`src/hw/rtl/tlr_pkg.sv`:
```
// Shared widths, codes and types of the thick line rasterizer.
// No dependencies; imported by tlr_stepper and thick_line_rasterizer.
package tlr_pkg;

	localparam int COORD_BITS  = 16;
	localparam int CANVAS_BITS = 12;

	// Fixed field widths.
	localparam int PEN_W   = 5;
	localparam int HALF_W  = PEN_W - 1;
	localparam int OFS_W   = PEN_W;
	localparam int COLOR_W = 24;
	localparam int ADDR_W  = 24;
	localparam int CFG_W   = 13;

	// Derived internal widths.
	localparam int CUR_W  = COORD_BITS + 1;
	localparam int DX_W   = COORD_BITS + 1;
	localparam int DY_W   = COORD_BITS + 2;
	localparam int ERR_W  = COORD_BITS + 3;
	localparam int PX_W   = COORD_BITS + 2;
	localparam int DIM_W  = CANVAS_BITS + 1;
	localparam int CMP_W  = (PX_W > DIM_W) ? PX_W : DIM_W;
	localparam int PROD_W = CANVAS_BITS + DIM_W + 1;

	// Stream packing.
	localparam int IN_FIELDS_W  = 4 * COORD_BITS + PEN_W + COLOR_W;
	localparam int IN_DATA_W    = ((IN_FIELDS_W + 7) / 8) * 8;
	localparam int OUT_FIELDS_W = 2 * CANVAS_BITS + ADDR_W + COLOR_W;
	localparam int OUT_DATA_W   = ((OUT_FIELDS_W + 7) / 8) * 8;

	localparam logic [CFG_W-1:0] CANVAS_WIDTH_RST  = CFG_W'(1440);
	localparam logic [CFG_W-1:0] CANVAS_HEIGHT_RST = CFG_W'(900);
	localparam logic [DIM_W-1:0] DIM_LIMIT         = DIM_W'(1) << CANVAS_BITS;

	typedef enum logic {
		CMD_LOAD    = 1'b0,
		CMD_ADVANCE = 1'b1
	} cmd_t;

	typedef enum logic {
		CFG_CANVAS_WIDTH  = 1'b0,
		CFG_CANVAS_HEIGHT = 1'b1
	} cfg_index_t;

	typedef struct packed {
		logic signed [COORD_BITS-1:0] start_x;
		logic signed [COORD_BITS-1:0] start_y;
		logic signed [COORD_BITS-1:0] end_x;
		logic signed [COORD_BITS-1:0] end_y;
		logic        [PEN_W-1:0]      pen_width;
		logic        [COLOR_W-1:0]    pen_color;
	} load_t;

	typedef struct packed {
		logic                   active;
		logic signed [PX_W-1:0] px;
		logic signed [PX_W-1:0] py;
		logic                   last;
		logic [COLOR_W-1:0]     color;
	} point_t;

endpackage

```
`src/hw/rtl/tlr_stepper.sv`:
```
// Bresenham line state and square-pen stamp walker.
// Depends on tlr_pkg; instantiated by thick_line_rasterizer.
module tlr_stepper
	import tlr_pkg::*;
(
	input  logic   clk,
	input  logic   arst_n,
	input  logic   load,
	input  logic   advance,
	input  load_t  load_data,
	output point_t point
);

	logic                     active_q;
	logic signed [CUR_W-1:0]  cur_x_q, cur_y_q;
	logic signed [COORD_BITS-1:0] tgt_x_q, tgt_y_q;
	logic        [DX_W-1:0]   delta_x_q;
	logic signed [DY_W-1:0]   delta_y_q;
	logic                     neg_x_q, neg_y_q;
	logic signed [ERR_W-1:0]  err_q;
	logic        [HALF_W-1:0] half_q;
	logic signed [OFS_W-1:0]  ofs_x_q, ofs_y_q;
	logic        [COLOR_W-1:0] color_q;

	logic                     active_d;
	logic signed [CUR_W-1:0]  cur_x_d, cur_y_d;
	logic signed [COORD_BITS-1:0] tgt_x_d, tgt_y_d;
	logic        [DX_W-1:0]   delta_x_d;
	logic signed [DY_W-1:0]   delta_y_d;
	logic                     neg_x_d, neg_y_d;
	logic signed [ERR_W-1:0]  err_d;
	logic        [HALF_W-1:0] half_d;
	logic signed [OFS_W-1:0]  ofs_x_d, ofs_y_d;
	logic        [COLOR_W-1:0] color_d;

	logic signed [CUR_W-1:0]  sx, sy, ex, ey;
	logic        [HALF_W-1:0] ld_half;
	logic        [DX_W-1:0]   ld_dx, ld_ady;
	logic signed [DY_W-1:0]   ld_dy;
	logic signed [OFS_W-1:0]  half_s;
	logic                     at_end, stamp_done;
	logic signed [ERR_W:0]    twice;
	logic                     step_x, step_y;
	logic signed [ERR_W-1:0]  err_add_x, err_add_y;

	always_comb begin
		sx = CUR_W'(load_data.start_x);
		sy = CUR_W'(load_data.start_y);
		ex = CUR_W'(load_data.end_x);
		ey = CUR_W'(load_data.end_y);
		ld_dx  = (ex > sx) ? DX_W'(ex - sx) : DX_W'(sx - ex);
		ld_ady = (ey > sy) ? DX_W'(ey - sy) : DX_W'(sy - ey);
		ld_dy  = -$signed(DY_W'(ld_ady));
		ld_half = load_data.pen_width[PEN_W-1:1];

		half_s     = $signed(OFS_W'(half_q));
		at_end     = (cur_x_q == CUR_W'(tgt_x_q)) && (cur_y_q == CUR_W'(tgt_y_q));
		stamp_done = (ofs_x_q == half_s) && (ofs_y_q == half_s);

		// Bresenham decision on twice the error term.
		twice  = {err_q, 1'b0};
		step_x = twice >= (ERR_W+1)'(delta_y_q);
		step_y = twice <= $signed((ERR_W+1)'(delta_x_q));
		err_add_x = step_x ? ERR_W'(delta_y_q) : '0;
		err_add_y = step_y ? $signed(ERR_W'(delta_x_q)) : '0;

		active_d  = active_q;
		cur_x_d   = cur_x_q;
		cur_y_d   = cur_y_q;
		tgt_x_d   = tgt_x_q;
		tgt_y_d   = tgt_y_q;
		delta_x_d = delta_x_q;
		delta_y_d = delta_y_q;
		neg_x_d   = neg_x_q;
		neg_y_d   = neg_y_q;
		err_d     = err_q;
		half_d    = half_q;
		ofs_x_d   = ofs_x_q;
		ofs_y_d   = ofs_y_q;
		color_d   = color_q;

		if (load) begin
			active_d  = 1'b1;
			cur_x_d   = sx;
			cur_y_d   = sy;
			tgt_x_d   = load_data.end_x;
			tgt_y_d   = load_data.end_y;
			delta_x_d = ld_dx;
			delta_y_d = ld_dy;
			neg_x_d   = !(sx < ex);
			neg_y_d   = !(sy < ey);
			err_d     = $signed(ERR_W'(ld_dx)) + ERR_W'(ld_dy);
			half_d    = ld_half;
			ofs_x_d   = -$signed(OFS_W'(ld_half));
			ofs_y_d   = -$signed(OFS_W'(ld_half));
			color_d   = load_data.pen_color;
		end else if (advance && active_q) begin
			if (ofs_x_q < half_s) begin
				ofs_x_d = ofs_x_q + OFS_W'(1);
			end else begin
				ofs_x_d = -half_s;
				if (ofs_y_q < half_s) begin
					ofs_y_d = ofs_y_q + OFS_W'(1);
				end else begin
					ofs_y_d = -half_s;
					if (at_end) begin
						active_d = 1'b0;
					end else begin
						err_d = err_q + err_add_x + err_add_y;
						if (step_x) begin
							cur_x_d = neg_x_q ? cur_x_q - CUR_W'(1) : cur_x_q + CUR_W'(1);
						end
						if (step_y) begin
							cur_y_d = neg_y_q ? cur_y_q - CUR_W'(1) : cur_y_q + CUR_W'(1);
						end
					end
				end
			end
		end
	end

	always_ff @(posedge clk or negedge arst_n) begin
		if (!arst_n) begin
			active_q  <= 1'b0;
			cur_x_q   <= '0;
			cur_y_q   <= '0;
			tgt_x_q   <= '0;
			tgt_y_q   <= '0;
			delta_x_q <= '0;
			delta_y_q <= '0;
			neg_x_q   <= 1'b0;
			neg_y_q   <= 1'b0;
			err_q     <= '0;
			half_q    <= '0;
			ofs_x_q   <= '0;
			ofs_y_q   <= '0;
			color_q   <= '0;
		end else begin
			active_q  <= active_d;
			cur_x_q   <= cur_x_d;
			cur_y_q   <= cur_y_d;
			tgt_x_q   <= tgt_x_d;
			tgt_y_q   <= tgt_y_d;
			delta_x_q <= delta_x_d;
			delta_y_q <= delta_y_d;
			neg_x_q   <= neg_x_d;
			neg_y_q   <= neg_y_d;
			err_q     <= err_d;
			half_q    <= half_d;
			ofs_x_q   <= ofs_x_d;
			ofs_y_q   <= ofs_y_d;
			color_q   <= color_d;
		end
	end

	always_comb begin
		point.active = active_q;
		point.px     = PX_W'(cur_x_q) + PX_W'(ofs_x_q);
		point.py     = PX_W'(cur_y_q) + PX_W'(ofs_y_q);
		point.last   = at_end && stamp_done;
		point.color  = color_q;
	end

endmodule

```
`src/hw/rtl/thick_line_rasterizer.sv`:
```
// Top level of the thick line rasterizer: stream ports, canvas registers,
// clipping stage and address stage. Depends on tlr_pkg and tlr_stepper.
//
//   Channel   Direction  Handshake          Carries
//   s_*       in         tvalid/tready      line load or advance command
//   m_*       out        tvalid/tready      one pen pixel (tuser = write enable)
//   cfg_*     in         cfg_we             canvas width and height
//
// One item is accepted per cycle; an advance that produces a pixel passes
// the clip stage and the address multiply into the output register before m_*
// shows it. Loads and advances while idle produce nothing. The line state is
// updated at acceptance, so back-to-back advances run at one pixel per clock.
// Reset clears the line engine to idle and sets the canvas to 1440 by 900.
// A stall on m_tready holds both stages and drops s_tready once they are full.
module thick_line_rasterizer
	import tlr_pkg::*;
(
	input  logic                  clk,
	input  logic                  arst_n,
	input  logic                  s_tvalid,
	output logic                  s_tready,
	// start_x, start_y, end_x, end_y, pen_width, pen_color, zero pad
	input  logic [IN_DATA_W-1:0]  s_tdata,
	// cmd
	input  logic                  s_tuser,
	output logic                  m_tvalid,
	input  logic                  m_tready,
	// pixel_x, pixel_y, pixel_address, pixel_color
	output logic [OUT_DATA_W-1:0] m_tdata,
	// write_enable
	output logic                  m_tuser,
	output logic                  m_tlast,
	input  logic                  cfg_we,
	input  logic                  cfg_index,
	input  logic [CFG_W-1:0]      cfg_data
);

	logic [CFG_W-1:0] canvas_w_q, canvas_h_q;
	logic [DIM_W-1:0] cw, ch;

	load_t  load_data;
	point_t point;
	logic   accept, load, advance;

	logic             valid_s1, valid_s2;
	logic             adv_s1, adv_s2;
	logic [CANVAS_BITS-1:0] px_s1, py_s1, px_s2, py_s2;
	logic             inside_s1, inside_s2, last_s1, last_s2;
	logic [COLOR_W-1:0] color_s1, color_s2;
	logic [DIM_W-1:0] cw_s1;
	logic [ADDR_W-1:0] addr_s2;

	logic signed [CMP_W-1:0] px_ext, py_ext;
	logic             in_canvas;
	logic [PROD_W-1:0] addr_full;

	function automatic logic [DIM_W-1:0] clamp_dim(input logic [CFG_W-1:0] d);
		logic [CMP_W:0] dx;
		logic [CMP_W:0] lim;
		dx  = (CMP_W+1)'(d);
		lim = (CMP_W+1)'(DIM_LIMIT);
		return (dx > lim) ? DIM_LIMIT : DIM_W'(dx);
	endfunction

	always_ff @(posedge clk or negedge arst_n) begin
		if (!arst_n) begin
			canvas_w_q <= CANVAS_WIDTH_RST;
			canvas_h_q <= CANVAS_HEIGHT_RST;
		end else if (cfg_we) begin
			unique case (cfg_index_t'(cfg_index))
				CFG_CANVAS_WIDTH:  canvas_w_q <= cfg_data;
				CFG_CANVAS_HEIGHT: canvas_h_q <= cfg_data;
				default:           ;
			endcase
		end
	end

	assign cw = clamp_dim(canvas_w_q);
	assign ch = clamp_dim(canvas_h_q);

	assign load_data.start_x   = s_tdata[0*COORD_BITS +: COORD_BITS];
	assign load_data.start_y   = s_tdata[1*COORD_BITS +: COORD_BITS];
	assign load_data.end_x     = s_tdata[2*COORD_BITS +: COORD_BITS];
	assign load_data.end_y     = s_tdata[3*COORD_BITS +: COORD_BITS];
	assign load_data.pen_width = s_tdata[4*COORD_BITS +: PEN_W];
	assign load_data.pen_color = s_tdata[4*COORD_BITS+PEN_W +: COLOR_W];

	// The output register frees when it is empty or being taken.
	assign adv_s2   = !valid_s2 || m_tready;
	assign adv_s1   = !valid_s1 || adv_s2;
	assign s_tready = adv_s1;
	assign accept   = s_tvalid && s_tready;
	assign load     = accept && (cmd_t'(s_tuser) == CMD_LOAD);
	assign advance  = accept && (cmd_t'(s_tuser) == CMD_ADVANCE);

	tlr_stepper u_stepper (
		.clk       (clk),
		.arst_n    (arst_n),
		.load      (load),
		.advance   (advance),
		.load_data (load_data),
		.point     (point)
	);

	always_comb begin
		px_ext = CMP_W'(point.px);
		py_ext = CMP_W'(point.py);
		in_canvas = !point.px[PX_W-1] && !point.py[PX_W-1]
			&& ($unsigned(px_ext) < CMP_W'(cw))
			&& ($unsigned(py_ext) < CMP_W'(ch));
	end

	always_ff @(posedge clk or negedge arst_n) begin
		if (!arst_n) begin
			valid_s1 <= 1'b0;
		end else if (adv_s1) begin
			valid_s1 <= advance && point.active;
		end
	end

	// Clipped pixels carry zero coordinates, which makes their address zero too.
	always_ff @(posedge clk) begin
		if (adv_s1) begin
			px_s1     <= in_canvas ? px_ext[CANVAS_BITS-1:0] : '0;
			py_s1     <= in_canvas ? py_ext[CANVAS_BITS-1:0] : '0;
			inside_s1 <= in_canvas;
			last_s1   <= point.last;
			color_s1  <= point.color;
			cw_s1     <= cw;
		end
	end

	assign addr_full = PROD_W'(py_s1) * PROD_W'(cw_s1) + PROD_W'(px_s1);

	always_ff @(posedge clk or negedge arst_n) begin
		if (!arst_n) begin
			valid_s2 <= 1'b0;
		end else if (adv_s2) begin
			valid_s2 <= valid_s1;
		end
	end

	always_ff @(posedge clk) begin
		if (adv_s2) begin
			px_s2     <= px_s1;
			py_s2     <= py_s1;
			addr_s2   <= ADDR_W'(addr_full);
			color_s2  <= color_s1;
			inside_s2 <= inside_s1;
			last_s2   <= last_s1;
		end
	end

	assign m_tvalid = valid_s2;
	assign m_tdata  = OUT_DATA_W'({color_s2, addr_s2, py_s2, px_s2});
	assign m_tuser  = inside_s2;
	assign m_tlast  = last_s2;

endmodule

```
`config.mk`:
```
export PLATFORM = sky130hd
export DESIGN_NAME = thick_line_rasterizer
export DESIGN_NICKNAME = d
export VERILOG_FILES = /design/src/hw/rtl/tlr_pkg.sv /design/src/hw/rtl/tlr_stepper.sv /design/src/hw/rtl/thick_line_rasterizer.sv
export SDC_FILE = /design/constraint.sdc
export NUM_CORES = 1
export LEC_CHECK = 0
export ABC_AREA = 1
export BUFFER_PORTS_ARGS = -buffer_cell sky130_fd_sc_hd__buf_2
export CORE_UTILIZATION = 36
export CTS_BUF_LIST = sky130_fd_sc_hd__clkbuf_16
export DETAILED_ROUTE_END_ITERATION = 16
export MAX_ROUTING_LAYER = met4
export PLACE_DENSITY = 0.57
export SLEW_MARGIN = 25
export SYNTH_ARGS = -nofsm -noshare
export SYNTH_HDL_FRONTEND = slang
export SYNTH_SLANG_ARGS = --single-unit
```
`constraint.sdc`:
```
create_clock -name clk -period 7.5 [get_ports clk]
set_input_delay 0 -clock clk [delete_from_list [all_inputs] [get_ports clk]]
set_output_delay 0 -clock clk [all_outputs]
set_load 0.005 [all_outputs]
```
---- Word-level counts from Yosys, hierarchy flattened ----
Index checks and enable logic that the tools add are counted.
storage, ports and cells
  word-level logic and storage cells ...... 137
  output and inout bits ................... 76
  register bits after elaboration ......... 326
cells by class
  muxes and demuxes ....................... 37
  add/sub/neg operators ................... 19
  bitwise logic cells ..................... 2
  $mul .................................... 1
  reductions and logical operators ........ 29
  equal/unequal tests ..................... 7
  order comparisons ....................... 12
operators by type and width
  cell                                                 number
  two-way mux 17 bit                                   17
  two-way mux 19 bit                                   6
  subtractor 16 x 16 -> 17 bit                         4
  adder 19 bit                                         2
  adder 17 x 5 -> 18 bit                               2
  < comparator 18 x 13 -> 1 bit                        2
  two-way mux 5 bit                                    7
  adder 17 x 2 -> 17 bit (second input constant)       2
  == test 17 x 16 -> 1 bit                             2
  subtractor 17 x 2 -> 17 bit (second input constant)  2
  > comparator 16 bit                                  2
  < comparator 16 bit                                  2
  > comparator 13 bit (second input constant)          2
  two-way mux 13 bit                                   2
  adder 24 x 12 -> 24 bit                              1
  multiplier 12 x 13 -> 24 bit                         1
  greater-or-equal comparator 20 x 18 -> 1 bit         1
  less-or-equal comparator 20 x 18 -> 1 bit            1
  adder 18 x 18 -> 19 bit                              1
  negator 17 -> 18 bit                                 1
  adder 5 x 2 -> 5 bit (second input constant)         2
  == test 5 bit                                        2
  logical AND 1 bit                                    10
  < comparator 5 bit                                   2
  10 further kinds                                     31

---- Depth between registers and ports, before layout ----
Gate-level depths: netlist of run 1.
  depth after elaboration ................. 9
  depth in mapped cells ................... 38
  mapped depth without buffers ............ 36

---- Cells and area by module ----
From an unflattened synthesis of run 1, not the netlist that was laid out.
second synthesis, totals
  cell total of the unflattened synthesis .. 3,788
  area, all modules ....................... 29,489.5 um2
by module, submodules not included
  module                 instances  area each (um2)  sequential area each (um2)  cells an instance
  tlr_stepper            1          17,521.8         4,028.9                     2,547
  thick_line_rasterizer  1          11,967.7         4,824.6                     1,241

---- Least setup slack after synthesis of run 1 ----
No wires, ideal clock.
  path kind ............................... reg-to-reg
  start ................................... register py_s1[2]
  end ..................................... register addr_s2[23], data pin
  cell stages (with the launch flop) ...... 27
  setup slack ............................. 1.943 ns
  data arrival time ....................... 5.291 ns
  period minus slack after synthesis ...... 5.557 ns
  required time ........................... 7.235 ns
  path buffers ............................ 1
  path through ............................ edfxtp_1 > clkbuf_1 > nand2_1 > fa_1 > inv_1 > fa_1 > inv_1 > fa_1 > inv_1 > ha_1 > inv_1 > fa_1 > inv_1 > ha_1 > a21oi_1 > inv_1 > a31oi_1 > o21ai_0 > a21oi_1 > inv_1 > a21oi_1 > o21ai_0 > a21oi_1 > o21ai_0 > nand3_1 > o21ai_0 > xor2_1
between the ends
  longest elaborated chain between the ends .. 2
ends and longest elaborated chain
  item                          line                          RTL
  from (decl)                   thick_line_rasterizer.sv:47   logic [CANVAS_BITS-1:0] px_s1, py_s1, px_s2, py_s2;
  from (signal assigned)        thick_line_rasterizer.sv:125  py_s1 <= in_canvas ? py_ext[CANVAS_BITS-1:0] : '0;
  multiplier 12 x 13 -> 24 bit  thick_line_rasterizer.sv:133  assign addr_full = PROD_W'(py_s1) * PROD_W'(cw_s1) + PROD_W'(px_s1);
  adder 24 x 12 -> 24 bit       thick_line_rasterizer.sv:133
  net addr_full[23]             thick_line_rasterizer.sv:55   logic [PROD_W-1:0] addr_full;
  to (signal assigned)          thick_line_rasterizer.sv:147  addr_s2 <= ADDR_W'(addr_full);
  to (decl)                     thick_line_rasterizer.sv:51   logic [ADDR_W-1:0] addr_s2;
The timed path passes the listed nets, and every way through them passes these cells.
A chain may end at the register's enable or synchronous reset.

---- Worst setup path after layout of run 1 ----
Same ends and word-level chain as after synthesis.

==> results.md, run 1 <==
Power and ir drop:
- After layout, the design draws a total of 0.0113 W.
- The switching component of the power is between 0.005 and 0.006 W.
- The clock network accounts for 18.2% of the total power.
- The share of total power dissipated in combinational logic is 56.9%.
- Dividing total power by cell area gives a power density of 341 nW/um^2.
- In this run the static leakage power is around 17 nW.
- The internal portion of the total power is 0.00595 W.
- Across the VDD grid, the largest voltage drop is 0.000223 V.
- Sequential cells burn between 20% and 30% of the power.
- The switching share of power is 47.1%.

Synthesis:
- The netlist area before placement is 28500 um^2.
- A synthesized cell averages between 8 and 9 um^2.
- Synthesis handed over a netlist of 3505 instances.
- The synthesized design contains 137 enable-type register cells.
- The async set or reset register ratio after synthesis is between 50 and 60%.
- Synthesis instantiated 65 different standard cells from the library.
- The post-synthesis sequential area ratio is 31.0%.
- The number of nets in the synthesized netlist is 4072.
- The most used flip-flop cell after synthesis is sky130_fd_sc_hd__dfrtp_1.
- The warning count from the yosys run is 0.
- The register bit count reported by yosys is approximately 330.

Floorplanning:
- The starting density of the core is 36.6%.
- The I/O pin count is 192.
- The die covers just over 80000 um^2.
- The placeable core area is 78000 um^2.
- From bottom edge to top edge, the die measures roughly 280 um.
- The x dimension of the die is 284 um.
- The floorplan has between 100 and 150 rows.

STA:
- Final hold analysis gives a worst-case slack of 127 ps.
- The portion of the clock cycle consumed by the worst path in the final layout is between 80% and 90%.
- For the final routed database, the setup TNS stands at 0 ps.
- The time the final worst path needs with I/O delays and setup is ~6300 ps.
- Setup violations remaining at the end of the flow were counted as 0.
- Setup repair after global routing left no endpoint under its margin.
- Based on the critical path, the design can be clocked at up to 160 MHz.
- For the pin with the worst max-slew slack, the measured transition is 998 ps.
- The number of slew-limit violations in the final report is 0.
- The post-route clock skew is 41.6 ps.
- The number of hold-slack violations in the final timing report came to 0.
- The max-slew headroom at the worst pin is 33.5%.

Min path:
- The worst hold path belongs to the class input port to flip-flop.

Worst setup path:
- The worst setup path is captured at a flip-flop.
- The critical path startpoint category is a flip-flop.
- The cell at the slowest stage of the critical path is sky130_fd_sc_hd__edfxtp_1.
- The cell type with the highest occurrence count on the critical path is sky130_fd_sc_hd__inv_1.
- STA puts the critical path data required time at 7810 ps.
- The critical path is of the flip-flop to flip-flop type.
- The top fanout value on the critical path is 14.
- The largest single stage delay on the critical path is 630 ps.
- At the worst endpoint, the arrival time is between 6000 and 7000 ps.

Placement:
- The final weighted congestion in routability-driven placement is about 0.94.
- The count of input and output buffers is 187.
- Detailed placement ended at an HPWL of 62500 um.
- The number of instances in the placed design is roughly 4700.

Drt:
- After the first detailed-routing iteration, the DRC count stood at 1467.
- Wires add up to just under 80000 um.
- The detailed-routing iteration count for the pre-antenna-repair pass is 8.
- Across all layers, the routed design uses 23511 vias.
- The average vias per placed instance is between 4 and 5.
- Once detail routing completed, the nets flagged for antenna violations numbered 0.
- In the final routed layout, each cell accounts on average for between 15 and 20 um.
- After detailed routing, the number of remaining DRC violations is 0.

Clocking:
- The CTS tree is built.
- TritonCTS created 43 clock buffers.
- The post-cts repair resize count is 0.
- The buffer type at the clock tree root is sky130_fd_sc_hd__clkbuf_16.
- The clock sink count is 326.
- The buffer count from post-CTS setup fixing is 0.
- The clock latency reported for the late side of the worst-skew pair is 600 ps.
- For this design, the CTS-stage hold fixing added ~110 buffers.
- After clock tree synthesis, the clock-pin slew on the worst setup and hold paths is 60 ps.
- The maximum clock insertion buffer count is 3.
- The number of levels in the clock H-tree is 2.

Global routing:
- The total global routing track utilization is 20.5%.
- The initial antenna violation count was 1.
- The number of global-route vias before repair is 23541.
- The first-pass GRT wire length is between 100000 and 150000 um.
- The total overflow left after global routing is 0.
- The largest net degree at the start of global routing is 107.

Layout:
- The synthesis-to-layout area growth is 15.8%.
- The finished layout holds 4845 standard cells, fillers aside.
- The final core utilization is a little over two fifths.
- The share of cells above drive strength 1 is 9.33%.
- After the last flow step, the layout net total stands at 4337.

Status:
- The run finished with clean final reports.

Job:
- The max capacitance violation total is 0.
==> path summary, 6_finish.rpt <==
check	start	end	slack, ps	depth (start not counted)
worst max-delay path	py_s1[2]$_SDFFCE_PN0N_	addr_s2[23]$_DFFE_PP_	1240	25
worst min-delay path	cfg_we	canvas_w_q[5]$_DFFE_PN1P_	130	4
worst max register to register	py_s1[2]$_SDFFCE_PN0N_	addr_s2[23]$_DFFE_PP_	1240	25
worst min register to register	color_s1[17]$_DFFE_PN_	color_s2[17]$_DFFE_PP_	420	0
max in group asynchronous	arst_n	u_stepper.tgt_x_q[10]$_DFFE_PN0P_	6030	4
min in group asynchronous	arst_n	u_stepper.delta_x_q[4]$_DFFE_PN0P_	530	4
==> Yosys cell counts (all sizes together), types with 2 or more instances <==
cell type,n,area share (%)
a211oi,9,0.24
a21boi,5,0.14
a21o,8,0.21
a21oi,256,4.6
a221oi,2,0.061
a22o,2,0.061
a22oi,2,0.053
a311oi,2,0.061
a31oi,21,0.46
and2,2,0.044
buf,30,0.59
clkbuf,62,0.82
clkinv,4,0.053
dfrtp,181,16
dfstp,8,0.74
edfxtp,137,14
fa,147,10
ha,304,13
inv,627,8.2
mux2i,3,0.11
nand2,819,11
nand3,112,2.0
nand3b,6,0.16
nand4,23,0.50
nor2,185,2.7
nor3,17,0.37
nor3b,2,0.053
nor4,18,0.39
nor4b,2,0.061
o2111ai,9,0.28
o211ai,21,0.55
o21a,5,0.13
o21ai,257,4.6
o21bai,22,0.58
o221a,2,0.079
o221ai,4,0.12
o22ai,7,0.15
o31ai,4,0.11
o41ai,2,0.061
or2,4,0.088
xnor2,38,1.2
xor2,131,4.0
==> kinds of logic after synthesis <==
group                      count (synthesis)  synth area share (%)
and+or+nand+nor                         1191                  17.8
buffers and inverters                    723                  9.71
AOI/OAI and AO/OA                        642                  12.6
adders and majority gates                451                  23.6
DFF                                      326                  31.0
xor gates and xnor gates                 169                  5.19
muxes                                      3                 0.105
==> per-layer routing <==
layer  wire (um)  part of all wire (%)  global-route usage, %  up-vias
met5           0                     0                      -        -
met4        2030                   2.6                   5.62        0
met3        3170                   4.0                   1.94      101
met2       38100                    48                   34.4      456
met1       35900                    45                   26.2    11101
li1            -                     -                      -    11853
==> final cells by class <==
| type | instances | area [um^2] |
|---|---|---|
| fillers | 7953 | 44900 |
| inverters | 631 | 2370 |
| well taps | 1040 | 1300 |
| multi-input cells | 2456 | 16900 |
| flip-flops and latches | 326 | 8850 |
| repair buffers | 312 | 2180 |
| clock buffers | 43 | 1080 |
| clock inverters | 36 | 328 |
| diodes | 1 | 2.50 |
==> per-stage QoR <==
stage / area, um^2 / setup slack [ps]
final: 33100 / 1240
after global routing: 33100 / 662
after CTS: 33100 / 1190
after detailed placement: 30500 / 1250
after global placement: 30500 / 1190
after floorplan: 28500 / 1940
==> critical path, delay by kind of cell, from the launching register on <==
| family | cells | cell delay (ps) |
|---|---|---|
| buf+inv | 7 | 370 |
| flops | 1 | 630 |
| simple gates | 2 | 310 |
| xor+xnor | 1 | 90 |
| compound gates | 9 | 1860 |
| fa+ha+maj | 6 | 2700 |
==> registers in the layout, summed over array words and instances (netlist names), 16 cells and up <==
register and flops:
u_stepper.tgt_y_q 16, addr_s2 24, u_stepper.delta_y_q 18, u_stepper.delta_x_q 17, u_stepper.color_q 24, u_stepper.err_q 19
u_stepper.cur_x_q 17, u_stepper.cur_y_q 17, color_s1 24, color_s2 24, u_stepper.tgt_x_q 16
==> cell usage in the layout (no fill, tap or decap), drive strengths merged, types with 4 or more instances in the layout <==
master,synthesis,final
fa,147,147
o211ai,21,21
dfrtp,181,181
a31oi,21,21
clkbuf,62,44
xnor2,38,38
buf,30,200
nor3,17,17
o21a,5,5
o21bai,22,22
clkinv,4,21
nand4,23,23
dfstp,8,8
o21ai,257,257
a211oi,9,9
or2,4,4
a21o,8,8
nand3,112,112
a21boi,5,5
o221ai,4,4
nor4,18,18
o31ai,4,4
nand2,819,819
nor2,185,185
nand3b,6,6
inv,627,638
clkinvlp,0,5
dlygate4sd3,0,111
o2111ai,9,9
edfxtp,137,137
xor2,131,131
a21oi,256,256
o22ai,7,7
ha,304,304
==> power groups by stage <==
| stage | Sequential, W | Clock, W | Combinational, W |
|---|---|---|---|
| global route | 0.00286 | 0.00218 | 0.00739 |
| detailed placement | 0.00283 | 0 | 0.00634 |
| CTS | 0.00280 | 0.00211 | 0.00643 |
| global placement | 0.00282 | 0 | 0.00628 |
| finish | 0.00280 | 0.00205 | 0.00641 |
| floorplan | 0.00261 | 0 | 0.00486 |
No activity file was read; power rests on OpenSTA's default activity.
==> run 2: changes to the inputs <==
ABC_AREA = 0   (was 1)
PLACE_DENSITY = 0.59   (was 0.57)
clock period = 5.76 ns   (was 7.5 ns; I/O delays follow)
==> results.md, run 2 <==
Status:
- The run finished with clean final reports.

Power and ir drop:
- Dividing total power by cell area gives a power density of 376 nW/um^2.
- The switching share of power is 40.9%.
- The power share of the combinational group is 54.9%.
- The clock network is responsible for 19.4% of the overall power.
- Summing internal, switching and leakage power gives 0.0129 W.
- Sequential cells account for 25.8% of the total power.
- The leakage power is 16.3 nW.
- The switching component of the power is 0.00526 W.
- The peak ir drop on the vdd network is 0.000220 V.
- The total internal power is between 0.007 and 0.008 W.

Floorplanning:
- The starting density of the core is 36.4%.
- The I/O pin count is 192.
- The total die area is 79200 um^2.
- The floorplan step set the die width to 282 um.
- Measured along the y axis, the die boundary spans 282 um.
- After floorplanning, the core was divided into 102 placement rows.
- In this run the standard cell core region covers 77300 um^2.

Synthesis:
- The most used flip-flop cell after synthesis is sky130_fd_sc_hd__dfrtp_1.
- The biggest area contributor in the post-synthesis netlist is sky130_fd_sc_hd__dfrtp_1.
- After synthesis, the share of flip-flops with an asynchronous set or reset is around 58%.
- For this run, the register share of the synthesized area comes to 31.5%.
- Sorting the synthesized cells by area gives the leading types as sky130_fd_sc_hd__dfrtp_1 (16%), sky130_fd_sc_hd__edfxtp_1 (15%), sky130_fd_sc_hd__ha_1 (14%).
- Ranked by instance count, the synthesized netlist is headed by sky130_fd_sc_hd__nand2_1 (422), sky130_fd_sc_hd__inv_1 (381), sky130_fd_sc_hd__ha_1 (304).
- The count of mapped cells out of synthesis is 3044.
- The warning count from the yosys run is 0.
- The average instance in the mapped netlist occupies around 9.2 um^2.
- The register bit count reported by yosys is 326.
- Yosys mapped the design onto a little over 90 distinct sky130hd cell types.
- The count of flip-flops with a built-in enable after synthesis is 137.
- The share of the synthesized area in the top cell type is between 10% and 20%.
- The number of nets handed over by synthesis was 3611.
- The netlist area before placement is ~28000 um^2.
- Yosys instantiated no cell more often than sky130_fd_sc_hd__nand2_1.

Clocking:
- The total CTS buffers is 40.
- The later pin in the worst-skew pair is clocked with a latency of 580 ps.
- The clock-pin slew of the registers on the worst-case setup and hold paths is about 70 ps.
- The buffer type at the clock tree root is sky130_fd_sc_hd__clkbuf_16.
- The clock sink count is between 300 and 400.
- The number of levels in the clock H-tree is 2.
- The clock passes through at most 3 buffers.
- The CTS tree is built.

Worst setup path:
- The worst setup path is launched from a flip-flop.
- The kind of cell with the highest combined delay along the critical path is adder cells.
- The data arrival time of the critical path is 6000 ps.
- The stage delay of the slowest cell on the critical path is 560 ps.
- The cell that appears most often on the critical path is sky130_fd_sc_hd__fa_1.
- The critical path goes through buf_6 -> nand2_1 -> fa_1 -> inv_1 -> fa_1 -> fa_1 -> inv_1 -> fa_1 -> fa_1 -> inv_2 -> ha_4 -> a21oi_4 -> o21bai_1 -> a21oi_2 -> o21bai_1 -> a21oi_2 -> nor2b_1 -> o41a_1 -> a221o_1 -> o41a_1 -> xnor2_1.
- The buffering stage count on the worst path with inverters included is 4.
- The slowest stage of the critical path is the sky130_fd_sc_hd__fa_1 cell.
- The top fanout value on the critical path is 5.
- The critical path depth in cells is 21.
- For the worst setup path, the data required time is just over 6000 ps.
- The critical path endpoint category is a flip-flop.
- The worst register-to-register path has a depth of 21.
- The origin of the worst setup path is py_s1[1]$_SDFFCE_PN0N_.
- The startpoint identified for the worst register-to-register timing path is py_s1[1]$_SDFFCE_PN0N_.
- The critical path start-end classification is flip-flop to flip-flop.

Global routing:
- The largest net degree at the start of global routing is between 70 and 80.
- The first-pass GRT wire length is 124000 um.
- The initial antenna violation count is 2.
- The overall overflow remaining after global route is 0.
- Global routing consumed, over all layers together, 20.5% of the routing resources.
- The number of global-route vias before repair was ~23000.

STA:
- Setup violations remaining at the end of the flow were counted as 0.
- The number of hold-slack violations in the final timing report came to 0.
- For the pin with the worst max-slew slack, the measured transition is approximately 900 ps.
- The worst setup slack after layout is 74.3 ps.
- The worst pin sits at a relative slew slack of 38.8%.
- After routing, the total negative slack on setup checks comes to 0 ps.
- Setup repair after global routing could not meet its margin everywhere.
- In the finished design, the share of the clock period the worst path needs comes to a little over nine tenths.
- The number of slew-limit violations in the final report is 0.
- The time the final worst path needs with I/O delays and setup is 5690 ps.
- The maximum clock frequency is 176 MHz.
- Between clock sinks in the finished design, the worst skew comes to 35.6 ps.

Drt:
- Using the TritonRoute via totals, the vias-per-cell ratio works out to 5.01.
- The final route contains around 23000 vias.
- Before antenna repair, the detailed router went through 5 iterations.
- For this run, design rule violations remaining after detail routing come to 0.
- In the final routed layout, each cell accounts on average for approximately 17 um.
- The residual antenna-violating net count after detailed routing is 0.
- The first routing iteration left 1342 violations.
- Summed over all layers, the routed wires come to 78400 um.

Layout:
- In the layout the commonest cells are sky130_fd_sc_hd__nand2_1 (414), sky130_fd_sc_hd__inv_1 (377), sky130_fd_sc_hd__ha_1 (293), sky130_fd_sc_hd__buf_2 (187), sky130_fd_sc_hd__buf_4 (187).
- The most frequent standard cell in the layout excluding fill and tap cells is sky130_fd_sc_hd__nand2_1.
- The share of cells above drive strength 1 is 16.4%.
- The synthesis-to-layout area growth is 21.6%.
- The net count of the finished layout is 4046.

Min path:
- In this run the worst hold path is classified as input port to flip-flop.
- Counting instances, the worst hold path has a depth of 3.
- The startpoint identified for the worst hold timing path is s_tvalid.

Job:
- Across the run, the number of max-cap violations was 0.

Placement:
- The congestion estimate from routability-driven global placement came to between 0.9 and 1.
- The post-place setup slack is -282 ps.
- The HPWL after detailed placement is 61600 um.
- Port buffering added 187 buffers.
[run 2: worst paths after layout]
| kind | endpoint | slack (ps) |
|---|---|---|
| worst min-delay path | valid_s1$_DFFE_PN0N_ | 30 |
| worst max-delay path | addr_s2[22]$_DFFE_PP_ | 70 |
| max in group asynchronous | u_stepper.cur_y_q[10]$_DFFE_PN0P_ | 4160 |
| worst max register to register | addr_s2[22]$_DFFE_PP_ | 70 |
| min in group asynchronous | u_stepper.delta_y_q[10]$_DFFE_PN0P_ | 470 |
| worst min register to register | color_s2[15]$_DFFE_PP_ | 410 |
[run 2: cell type report]
type / instances / area, um^2
Tap cell: 1040 / 1300
Multi-Input combinational cell: 2228 / 17700
Sequential cell: 326 / 8850
Antenna cell: 2 / 5.00
Inverter: 381 / 1430
Timing Repair Buffer: 502 / 3650
Fill cell: 7572 / 43100
Clock buffer: 40 / 1000
Clock inverter: 32 / 267
[run 2: per-stage QoR]
stage,cell area (um^2),hold WS (ps),instances,utilization (%)
6_report,34200,31.9,4551,44.2
5_1_grt,34200,56.8,4551,44.2
4_1_cts,33800,34.2,4533,43.7
3_5_place_dp,31300,35.9,4338,40.4
3_3_place_gp,31300,37.8,4338,40.4
2_1_floorplan,28100,-296,3044,-
[run 2: cells by family (layout without fill, tap and decap cells)]
family                     count (synthesis)  after routing  share of synthesized area, %
AOI/OAI and AO/OA                        657            657                          15.1
xor gates and xnor gates                 170            170                          5.35
adders and majority gates                451            451                          24.0
buffers and inverters                    490            955                          6.77
DFF                                      326            326                          31.5
muxes                                     67             67                          2.56
other                                      0              2                             0
and+or+nand+nor                          883            883                          14.8
[run 2: layer usage]
metal	part of all wire (%)	GRT usage, %
met1	46	26.8
met2	47	33.2
met3	4.4	2.59
met4	2.7	6.12
met5	0	-
[run 2: what timing repair did]
| item | CTS | global route |
|---|---|---|
| pin swaps | 5 | 53 |
| endpoints found under the setup margin | 7 | 13 |
| endpoints found under the hold margin | 205 | 0 |
| setup buffers | 5 | 16 |
| gates resized for setup | 13 | 69 |
| hold buffers | 118 | 0 |
[run 2: worst reg2reg max path: stages (launching register included)]
cell and delay [ps]:
sky130_fd_sc_hd__edfxtp_1 480, sky130_fd_sc_hd__buf_6 140, sky130_fd_sc_hd__nand2_1 60, sky130_fd_sc_hd__fa_1 510, sky130_fd_sc_hd__inv_1 50, sky130_fd_sc_hd__fa_1 480
sky130_fd_sc_hd__fa_1 490, sky130_fd_sc_hd__inv_1 50, sky130_fd_sc_hd__fa_1 480, sky130_fd_sc_hd__fa_1 560, sky130_fd_sc_hd__inv_2 50, sky130_fd_sc_hd__ha_4 230
sky130_fd_sc_hd__a21oi_4 150, sky130_fd_sc_hd__o21bai_1 100, sky130_fd_sc_hd__a21oi_2 150, sky130_fd_sc_hd__o21bai_1 80, sky130_fd_sc_hd__a21oi_2 170, sky130_fd_sc_hd__nor2b_1 80
sky130_fd_sc_hd__o41a_1 340, sky130_fd_sc_hd__a221o_1 330, sky130_fd_sc_hd__o41a_1 330, sky130_fd_sc_hd__xnor2_1 130
[run 2: power by group through the flow]
stage,Clock [W],Sequential (W),Combinational (W)
2_1_floorplan,0,0.00322,0.00462
3_3_place_gp,0,0.00334,0.00665
3_5_place_dp,0,0.00335,0.00667
4_1_cts,0.00257,0.00331,0.00690
5_1_grt,0.00265,0.00338,0.00793
6_report,0.00249,0.00332,0.00706
